### config.mk
export PLATFORM = sky130hd
export DESIGN_NAME = sha1_message_digest_flat
export DESIGN_NICKNAME = d
export VERILOG_FILES = /design/src/rtl/core/sha1md_pkg.sv /design/src/rtl/core/sha1md_in_if.sv /design/src/rtl/core/sha1md_out_if.sv /design/src/rtl/core/sha1_message_digest.sv /design/src/rtl/core/sha1md_datapath.sv /design/src/rtl/core/sha1md_ctrl.sv /design/src/flat_wrapper.sv
export SDC_FILE = /design/constraint.sdc
export NUM_CORES = 2
export LEC_CHECK = 0
export BUFFER_PORTS_ARGS = -buffer_cell sky130_fd_sc_hd__clkbuf_2
export CORE_ASPECT_RATIO = 0.7
export CORE_MARGIN = 4
export CORE_UTILIZATION = 60
export DETAILED_ROUTE_END_ITERATION = 16
export GPL_ROUTABILITY_DRIVEN = 0
export HOLD_SLACK_MARGIN = 0.06
export PLACE_DENSITY = 0.75
export SLEW_MARGIN = 20
export SYNTH_ARGS = -nofsm -noshare
export SYNTH_HDL_FRONTEND = slang
export SYNTH_HIERARCHICAL = 1
export SYNTH_SLANG_ARGS = --single-unit
### constraint.sdc
create_clock -name i_clk -period 35.5 [get_ports i_clk]
set_clock_uncertainty 0.15 [all_clocks]
set_input_delay 3.55 -clock i_clk [delete_from_list [all_inputs] [get_ports i_clk]]
set_output_delay 3.55 -clock i_clk [all_outputs]
set_load 0.05 [all_outputs]
### src/rtl/core/sha1md_pkg.sv
// Shared types, constants and command/status structs for the SHA-1 digest block
`timescale 1ns / 1ps

package sha1md_pkg;

    localparam logic [31:0] IV0 = 32'h67452301;
    localparam logic [31:0] IV1 = 32'hEFCDAB89;
    localparam logic [31:0] IV2 = 32'h98BADCFE;
    localparam logic [31:0] IV3 = 32'h10325476;
    localparam logic [31:0] IV4 = 32'hC3D2E1F0;

    localparam logic [31:0] K0 = 32'h5A827999;
    localparam logic [31:0] K1 = 32'h6ED9EBA1;
    localparam logic [31:0] K2 = 32'h8F1BBCDC;
    localparam logic [31:0] K3 = 32'hCA62C1D6;

    localparam logic [7:0] PAD_BYTE = 8'h80;
    localparam logic [5:0] LEN_POS  = 6'd56;
    localparam logic [5:0] FILL_POS = 6'd63;
    localparam logic [6:0] LAST_ROUND = 7'd79;

    localparam logic [1:0] MODE_DATA  = 2'd0;
    localparam logic [1:0] MODE_FINAL = 2'd1;
    localparam logic [1:0] MODE_END   = 2'd2;

    localparam logic [1:0] SEL_DATA = 2'd0;
    localparam logic [1:0] SEL_PAD  = 2'd1;
    localparam logic [1:0] SEL_ZERO = 2'd2;
    localparam logic [1:0] SEL_LEN  = 2'd3;

    localparam logic [2:0] LAST_WORD_IDX = 3'd4;

    typedef struct packed {
        logic       put;
        logic [1:0] byte_sel;
        logic       count;
        logic [2:0] len_idx;
        logic       round;
        logic       add;
        logic       init;
        logic [2:0] word_idx;
    } t_cmd;

    typedef struct packed {
        logic fill_last;
        logic at_len_pos;
        logic round_last;
    } t_sts;

endpackage

### src/rtl/core/sha1md_in_if.sv
// Input channel: message bytes with mode
`timescale 1ns / 1ps

interface sha1md_in_if;
    logic       valid;
    logic       ready;
    logic [1:0] mode;
    logic [7:0] data_byte;

    modport source (output valid, output mode, output data_byte, input ready);
    modport sink   (input valid, input mode, input data_byte, output ready);
endinterface

### src/rtl/core/sha1md_out_if.sv
// Output channel: digest words
`timescale 1ns / 1ps

interface sha1md_out_if;
    logic        valid;
    logic        ready;
    logic [31:0] digest_word;
    logic [2:0]  word_index;
    logic        last_word;

    modport source (output valid, output digest_word, output word_index, output last_word,
                    input ready);
    modport sink   (input valid, input digest_word, input word_index, input last_word,
                    output ready);
endinterface

### src/rtl/core/sha1_message_digest.sv
// Top level of the SHA-1 message digest block
//
//  channel  | dir | beat payload                          | handshake
//  i_in     | in  | mode, data_byte                       | valid/ready
//  o_out    | out | digest_word, word_index, last_word    | valid/ready
//
// Data bytes are taken while idle; a byte that fills a block starts its compression
// (80 rounds in the single round unit, one hash update), during which input is held off.
// Message end: padding and length bytes go in one at a time, with a step on reaching the
// length field and one for an end beat without a byte; each block, one or two, is compressed.
// Digest: five beats, one per cycle while o_out.ready is high; stalls hold the word.
// Input is taken only when no block or digest is in progress.
// Reset restores the initial hash words and clears all counters at once.
`timescale 1ns / 1ps

module sha1_message_digest
    import sha1md_pkg::*;
(
    input  logic         i_clk,
    input  logic         i_rst_n,
    sha1md_in_if.sink    i_in,
    sha1md_out_if.source o_out
);

    t_cmd cmd;
    t_sts sts;

    sha1md_ctrl u_ctrl (
        .i_clk        (i_clk),
        .i_rst_n      (i_rst_n),
        .i_in_valid   (i_in.valid),
        .i_in_mode    (i_in.mode),
        .o_in_ready   (i_in.ready),
        .o_out_valid  (o_out.valid),
        .i_out_ready  (o_out.ready),
        .o_word_index (o_out.word_index),
        .o_last_word  (o_out.last_word),
        .i_sts        (sts),
        .o_cmd        (cmd)
    );

    sha1md_datapath u_datapath (
        .i_clk         (i_clk),
        .i_rst_n       (i_rst_n),
        .i_cmd         (cmd),
        .i_data_byte   (i_in.data_byte),
        .o_sts         (sts),
        .o_digest_word (o_out.digest_word)
    );

endmodule

### src/rtl/core/sha1md_datapath.sv
// Datapath: block shift register, byte counters, round unit and hash words
`timescale 1ns / 1ps

module sha1md_datapath
    import sha1md_pkg::*;
(
    input  logic        i_clk,
    input  logic        i_rst_n,
    input  t_cmd        i_cmd,
    input  logic [7:0]  i_data_byte,
    output t_sts        o_sts,
    output logic [31:0] o_digest_word
);

    logic [511:0]      r_blk;
    logic [4:0][31:0]  r_hash;
    logic [4:0][31:0]  r_var;
    logic [5:0]        r_bytes;
    logic [60:0]       r_msg_bytes;
    logic [6:0]        r_round;

    logic [63:0] bit_len;
    logic [7:0]  put_val;
    logic [31:0] cur;
    logic [31:0] sched;
    logic [31:0] f;
    logic [31:0] k;
    logic [31:0] tmp;
    logic [31:0] a, b, c, d, e;

    assign bit_len = {r_msg_bytes, 3'b000};
    assign a = r_var[0];
    assign b = r_var[1];
    assign c = r_var[2];
    assign d = r_var[3];
    assign e = r_var[4];

    always_comb begin
        case (i_cmd.byte_sel)
            SEL_DATA: put_val = i_data_byte;
            SEL_PAD:  put_val = PAD_BYTE;
            SEL_ZERO: put_val = 8'h00;
            SEL_LEN:  put_val = bit_len[{i_cmd.len_idx, 3'b000} +: 8];
            default:  put_val = 8'h00;
        endcase
    end

    assign sched = r_blk[95:64] ^ r_blk[255:224] ^ r_blk[447:416] ^ r_blk[511:480];
    assign cur   = (r_round < 7'd16) ? r_blk[511:480] : {sched[30:0], sched[31]};

    always_comb begin
        if (r_round < 7'd20) begin
            f = (b & c) | (~b & d);
            k = K0;
        end else if (r_round < 7'd40) begin
            f = b ^ c ^ d;
            k = K1;
        end else if (r_round < 7'd60) begin
            f = (b & c) | (b & d) | (c & d);
            k = K2;
        end else begin
            f = b ^ c ^ d;
            k = K3;
        end
    end

    assign tmp = {a[26:0], a[31:27]} + f + e + k + cur;

    always_ff @(posedge i_clk) begin
        if (!i_rst_n) begin
            r_hash      <= {IV4, IV3, IV2, IV1, IV0};
            r_var       <= '0;
            r_bytes     <= '0;
            r_msg_bytes <= '0;
            r_round     <= '0;
        end else begin
            if (i_cmd.put) begin
                r_blk   <= {r_blk[503:0], put_val};
                r_bytes <= r_bytes + 6'd1;
                if (r_bytes == FILL_POS) begin
                    r_var   <= r_hash;
                    r_round <= '0;
                end
            end
            if (i_cmd.count) begin
                r_msg_bytes <= r_msg_bytes + 61'd1;
            end
            if (i_cmd.round) begin
                r_blk   <= {r_blk[479:0], cur};
                r_var   <= {d, c, {b[1:0], b[31:2]}, a, tmp};
                r_round <= (r_round == LAST_ROUND) ? 7'd0 : r_round + 7'd1;
            end
            if (i_cmd.add) begin
                r_hash[0] <= r_hash[0] + r_var[0];
                r_hash[1] <= r_hash[1] + r_var[1];
                r_hash[2] <= r_hash[2] + r_var[2];
                r_hash[3] <= r_hash[3] + r_var[3];
                r_hash[4] <= r_hash[4] + r_var[4];
            end
            if (i_cmd.init) begin
                r_hash      <= {IV4, IV3, IV2, IV1, IV0};
                r_bytes     <= '0;
                r_msg_bytes <= '0;
                r_round     <= '0;
            end
        end
    end

    assign o_sts.fill_last  = (r_bytes == FILL_POS);
    assign o_sts.at_len_pos = (r_bytes == LEN_POS);
    assign o_sts.round_last = (r_round == LAST_ROUND);

    always_comb begin
        case (i_cmd.word_idx)
            3'd0:    o_digest_word = r_hash[0];
            3'd1:    o_digest_word = r_hash[1];
            3'd2:    o_digest_word = r_hash[2];
            3'd3:    o_digest_word = r_hash[3];
            3'd4:    o_digest_word = r_hash[4];
            default: o_digest_word = r_hash[0];
        endcase
    end

endmodule

### src/rtl/core/sha1md_ctrl.sv
// Controller: byte intake, padding sequence, round sequencing and digest output
`timescale 1ns / 1ps

module sha1md_ctrl
    import sha1md_pkg::*;
(
    input  logic       i_clk,
    input  logic       i_rst_n,
    input  logic       i_in_valid,
    input  logic [1:0] i_in_mode,
    output logic       o_in_ready,
    output logic       o_out_valid,
    input  logic       i_out_ready,
    output logic [2:0] o_word_index,
    output logic       o_last_word,
    input  t_sts       i_sts,
    output t_cmd       o_cmd
);

    localparam logic [2:0] S_IDLE  = 3'd0;
    localparam logic [2:0] S_PAD   = 3'd1;
    localparam logic [2:0] S_ZERO  = 3'd2;
    localparam logic [2:0] S_LEN   = 3'd3;
    localparam logic [2:0] S_ROUND = 3'd4;
    localparam logic [2:0] S_ADD   = 3'd5;
    localparam logic [2:0] S_OUT   = 3'd6;

    logic [2:0] r_state, n_state;
    logic [2:0] r_ret, n_ret;
    logic [2:0] r_len_idx, n_len_idx;
    logic [2:0] r_word_idx, n_word_idx;

    always_comb begin
        n_state    = r_state;
        n_ret      = r_ret;
        n_len_idx  = r_len_idx;
        n_word_idx = r_word_idx;
        o_cmd          = '0;
        o_cmd.len_idx  = r_len_idx;
        o_cmd.word_idx = r_word_idx;
        case (r_state)
            S_IDLE: begin
                if (i_in_valid) begin
                    case (i_in_mode)
                        MODE_DATA: begin
                            o_cmd.put      = 1'b1;
                            o_cmd.byte_sel = SEL_DATA;
                            o_cmd.count    = 1'b1;
                            if (i_sts.fill_last) begin
                                n_state = S_ROUND;
                                n_ret   = S_IDLE;
                            end
                        end
                        MODE_FINAL: begin
                            o_cmd.put      = 1'b1;
                            o_cmd.byte_sel = SEL_DATA;
                            o_cmd.count    = 1'b1;
                            if (i_sts.fill_last) begin
                                n_state = S_ROUND;
                                n_ret   = S_PAD;
                            end else begin
                                n_state = S_PAD;
                            end
                        end
                        MODE_END: begin
                            n_state = S_PAD;
                        end
                        default: begin
                        end
                    endcase
                end
            end
            S_PAD: begin
                o_cmd.put      = 1'b1;
                o_cmd.byte_sel = SEL_PAD;
                if (i_sts.fill_last) begin
                    n_state = S_ROUND;
                    n_ret   = S_ZERO;
                end else begin
                    n_state = S_ZERO;
                end
            end
            S_ZERO: begin
                if (i_sts.at_len_pos) begin
                    n_state   = S_LEN;
                    n_len_idx = 3'd7;
                end else begin
                    o_cmd.put      = 1'b1;
                    o_cmd.byte_sel = SEL_ZERO;
                    if (i_sts.fill_last) begin
                        n_state = S_ROUND;
                        n_ret   = S_ZERO;
                    end
                end
            end
            S_LEN: begin
                o_cmd.put      = 1'b1;
                o_cmd.byte_sel = SEL_LEN;
                n_len_idx      = r_len_idx - 3'd1;
                if (r_len_idx == 3'd0) begin
                    n_state    = S_ROUND;
                    n_ret      = S_OUT;
                    n_word_idx = 3'd0;
                end
            end
            S_ROUND: begin
                o_cmd.round = 1'b1;
                if (i_sts.round_last) begin
                    n_state = S_ADD;
                end
            end
            S_ADD: begin
                o_cmd.add = 1'b1;
                n_state   = r_ret;
            end
            S_OUT: begin
                if (i_out_ready) begin
                    if (r_word_idx == LAST_WORD_IDX) begin
                        o_cmd.init = 1'b1;
                        n_state    = S_IDLE;
                    end else begin
                        n_word_idx = r_word_idx + 3'd1;
                    end
                end
            end
            default: begin
                n_state = S_IDLE;
            end
        endcase
    end

    always_ff @(posedge i_clk) begin
        if (!i_rst_n) begin
            r_state    <= S_IDLE;
            r_ret      <= S_IDLE;
            r_len_idx  <= '0;
            r_word_idx <= '0;
        end else begin
            r_state    <= n_state;
            r_ret      <= n_ret;
            r_len_idx  <= n_len_idx;
            r_word_idx <= n_word_idx;
        end
    end

    assign o_in_ready   = (r_state == S_IDLE);
    assign o_out_valid  = (r_state == S_OUT);
    assign o_word_index = r_word_idx;
    assign o_last_word  = (r_word_idx == LAST_WORD_IDX);

endmodule

### src/flat_wrapper.sv
// flat-port wrapper written by rule: the top's interface ports become plain ports
module sha1_message_digest_flat import sha1md_pkg::*;
  (i_clk, i_rst_n, i_in_valid, i_in_mode, i_in_data_byte, i_in_ready, o_out_valid, o_out_digest_word, o_out_word_index, o_out_last_word, o_out_ready);
  sha1md_in_if i_in_i ();
  sha1md_out_if o_out_i ();
  input  logic i_clk;
  input  logic i_rst_n;
  input wire logic [$bits(i_in_i.valid)-1:0] i_in_valid;
  input wire logic [$bits(i_in_i.mode)-1:0] i_in_mode;
  input wire logic [$bits(i_in_i.data_byte)-1:0] i_in_data_byte;
  output wire logic [$bits(i_in_i.ready)-1:0] i_in_ready;
  output wire logic [$bits(o_out_i.valid)-1:0] o_out_valid;
  output wire logic [$bits(o_out_i.digest_word)-1:0] o_out_digest_word;
  output wire logic [$bits(o_out_i.word_index)-1:0] o_out_word_index;
  output wire logic [$bits(o_out_i.last_word)-1:0] o_out_last_word;
  input wire logic [$bits(o_out_i.ready)-1:0] o_out_ready;
  assign i_in_i.valid = i_in_valid;
  assign i_in_i.mode = i_in_mode;
  assign i_in_i.data_byte = i_in_data_byte;
  assign i_in_ready = i_in_i.ready;
  assign o_out_valid = o_out_i.valid;
  assign o_out_digest_word = o_out_i.digest_word;
  assign o_out_word_index = o_out_i.word_index;
  assign o_out_last_word = o_out_i.last_word;
  assign o_out_i.ready = o_out_ready;
  sha1_message_digest u_core (.i_clk(i_clk), .i_rst_n(i_rst_n), .i_in(i_in_i), .o_out(o_out_i));
endmodule
==> flow_summary.json <==
{
  "ys_seq_elements": 918,
  "cts_buffers": 89,
  "drt_iter0_drc": 4321,
  "cp_slowest_cell": "nand2_2",
  "cts.reportedPaths.clkPinSlew_ns": 0.06,
  "worstHoldStart": "u_core/u_ctrl/r_ret[0]$_SDFFE_PN0P_",
  "synth_edf_count": 512,
  "timing.final.hold_violations": 0,
  "clock_latency_ns": 0.70,
  "use_met1_pct": 43.3,
  "critPathRequiredTime_ns": 35.94,
  "die_y_um": 257,
  "maxSlewHeadroom_pct": 20.6,
  "cts.sinks": 918,
  "hp-class": "reg2reg",
  "syn_to_final_growth_pct": 7.74,
  "synth_cell_types": 108,
  "status": "finished, final reports clean",
  "worstSetupEndpointType": "flop",
  "r2r_slack_ns": 27.34,
  "ys_seq_area_share_pct": 44.2,
  "max_stage_delay_ns": 0.57,
  "final-max-slew-violation-count": 0,
  "busiest_layer": "met1",
  "routed_wl_mm": 133,
  "dieArea_mm2": 0.0936,
  "worstPathArrival_ns": 8.60,
  "startpoint_type": "flop",
  "cts_tree": "built",
  "async_reset_ff_share_pct": 0,
  "dp_hpwl_mm": 93.6,
  "tightest_slew_ns": 1.19,
  "drcViolationCount": 0,
  "ir_drop_mv": 0.0403,
  "synth_cells": 4997,
  "start_util_pct": 60.5,
  "track_usage_pct": 28.2,
  "antenna_found_initial": 4,
  "finalCritPeriodShare_pct": 23.0,
  "power_uw": 2260,
  "power.density_mw_per_mm2": 39.4,
  "row_count": 91,
  "r2r_start": "u_core/u_datapath/r_round[4]$_SDFFE_PP0P_",
  "worstSetupStartpoint": "u_core/u_datapath/r_round[4]$_SDFFE_PP0P_",
  "cts_max_level": 3,
  "reg2reg_depth": 28,
  "synth_nets": 5339,
  "holdPathStages": 2,
  "grt_pass1_wl_mm": 208,
  "rsz0062_at_grt": "no",
  "grt_util_met3_pct": 7.97,
  "viasPerCell": 6.18,
  "post_drt_wl_per_cell_um": 21.6,
  "grtUsageMet2_pct": 39.3,
  "tns_ns": 0,
  "worstSetupPathType": "reg2reg",
  "synth_flop_cell": "edfxtp_1",
  "vias": 38200,
  "timing.fmax_mhz": 123,
  "worstReg2RegEnd": "u_core/u_datapath/a[31]$_SDFFE_PN0P_",
  "power_leakage_uw": 0.0214,
  "drive_above_1_share_pct": 16.3,
  "synth_area_mm2": 0.0532,
  "portBuffers": 51,
  "core-area_mm2": 0.0880,
  "clk_path_buf_depth": 3,
  "grt_max_degree": 179,
  "drt.antenna.violating_nets": 0,
  "syn_area_per_cell_um2": 10.7,
  "grt_overflow": 0,
  "min_to": "u_core/u_ctrl/r_ret[0]$_SDFFE_PN0P_",
  "die_w_um": 364,
  "finalSetupViolCount": 0,
  "critical_path.max_fanout": 20,
  "maxCapViolCount": 0,
  "timing.final.crit_period_ns": 8.16,
  "dr.pass1.iters": 7,
  "ios": 52,
  "cts_hold_buf": 0,
  "grt_pass1_vias": 35900,
  "cts_setup_buffers": 0,
  "ys_warn_count": 6,
  "clockRootBuffer": "clkbuf_16",
  "cts-resized-gates": 0,
  "final_net_count": 5286
}
-- cell usage in the layout (no fill, tap or decap), types with 65 or more instances in the layout --
| cell | n |
|---|---|
| a22oi_1 | 65 |
| inv_1 | 257 |
| dfxtp_1 | 405 |
| ha_1 | 203 |
| xor2_1 | 92 |
| mux2i_1 | 224 |
| mux2_2 | 502 |
| a211oi_1 | 72 |
| nor2_1 | 552 |
| a21o_1 | 78 |
| edfxtp_1 | 512 |
| fa_1 | 125 |
| clkbuf_16 | 89 |
| a21oi_1 | 361 |
| o21ai_0 | 171 |
| nand3_1 | 87 |
| nand2_1 | 272 |
| xnor2_1 | 206 |
-- final cells by class --
type	instances	area (um2)
Fill cell	6686	30700
Clock inverter	46	514
Inverter	262	987
Timing Repair Buffer	95	608
Antenna cell	1	2.50
Sequential cell	918	23500
Multi-Input combinational cell	3578	27900
Tap cell	1162	1450
Clock buffer	122	2400
-- cell families (layout without fill, tap and decap cells) --
logic type / Yosys count / count (layout) / share of synthesized area, %
adders and majority gates: 328 / 328 / 9.47
DFF: 918 / 918 / 44.2
buffers and inverters: 501 / 525 / 3.59
muxes: 739 / 739 / 15.4
AOI/OAI and AO/OA: 1012 / 1012 / 12.2
other: 0 / 1 / 0
and+or+nand+nor: 1200 / 1200 / 10.3
xor gates and xnor gates: 299 / 299 / 4.92
-- worst max-delay path by stage --
| stage | to |
|---|---|
| after floorplan | u_core/u_datapath/r_blk[0]$_DFFE_PP_ |
| after global placement | u_core/u_datapath/r_blk[125]$_DFFE_PP_ |
| after detailed placement | u_core/u_datapath/a[31]$_SDFFE_PN0P_ |
| after CTS | u_core/u_datapath/a[31]$_SDFFE_PN0P_ |
| after global routing | u_core/u_datapath/a[31]$_SDFFE_PN0P_ |
| final | u_core/u_datapath/a[31]$_SDFFE_PN0P_ |
-- metal layers --
layer  vias to the layer above  routed length, um
met5                         -                 24
met4                         4               3090
met3                       215              13900
met2                      1589              54900
met1                     18500              61400
li1                      17900                  -
-- sequential cells by signal (all words and copies together), names as in the netlist --
name                           flops
u_core/u_datapath/e               32
u_core/u_datapath/r_hash         160
u_core/u_datapath/d               32
u_core/u_ctrl/r_state              3
u_core/u_datapath/r_blk          512
u_core/u_datapath/b               32
u_core/u_datapath/r_round          7
u_core/u_datapath/r_msg_bytes     61
u_core/u_datapath/r_bytes          6
u_core/u_ctrl/r_len_idx            3
u_core/u_ctrl/o_word_index         3
u_core/u_datapath/a               32
u_core/u_ctrl/r_ret                3
u_core/u_datapath/c               32
-- where the power goes --
part	internal, uW	switching, uW
combinational	39.0	59.4
sequential	1170	23.4
clock	532	431
-- synth_stat cells (all sizes together) (18+ instances only) --
cell	instances	area, um2
xnor2	206	1800
a21oi	364	1840
or3	24	150
xor2	93	815
nand2	275	1040
nand3	90	473
a22oi	65	488
clkbuf	194	728
mux2i	224	2240
nand2b	41	257
a211oi	74	566
a21o	78	586
fa	125	2500
dfxtp	406	8130
buf	45	200
nor2b	54	338
and3	42	264
o21a	27	204
edfxtp	512	15400
o21ai	195	995
nor2	559	2120
o21bai	26	195
inv	260	976
ha	203	2540
a221o	18	180
nor3	46	257
mux2	502	5650
a31oi	32	221
nand4	22	156
-- critical path: cells and delay by family (launching register included) --
family | cells | cell delay, ns
AOI/OAI and AO/OA | 8 | 2.33
buffers and inverters | 8 | 1.47
and+or+nand+nor | 6 | 1.44
adders and majority gates | 5 | 2.04
DFF | 1 | 0.44
muxes | 1 | 0.13
-- per-stage QoR --
stage | instances | instance area, um2 | util, % | hold WS (ns) | setup slack (ns)
final | 6184 | 57300 | 65.2 | 0.328 | 27.34
after global routing | 6183 | 57300 | 65.2 | 0.351 | 26.97
after CTS | 6182 | 57300 | 65.1 | 0.326 | 27.52
after detailed placement | 6014 | 54400 | 61.8 | 0.315 | 27.60
after global placement | 6012 | 54400 | 61.8 | 0.304 | 27.80
after floorplan | 4997 | 53200 | - | 0.284 | 8.34
No activity file was read; power rests on OpenSTA's default activity.
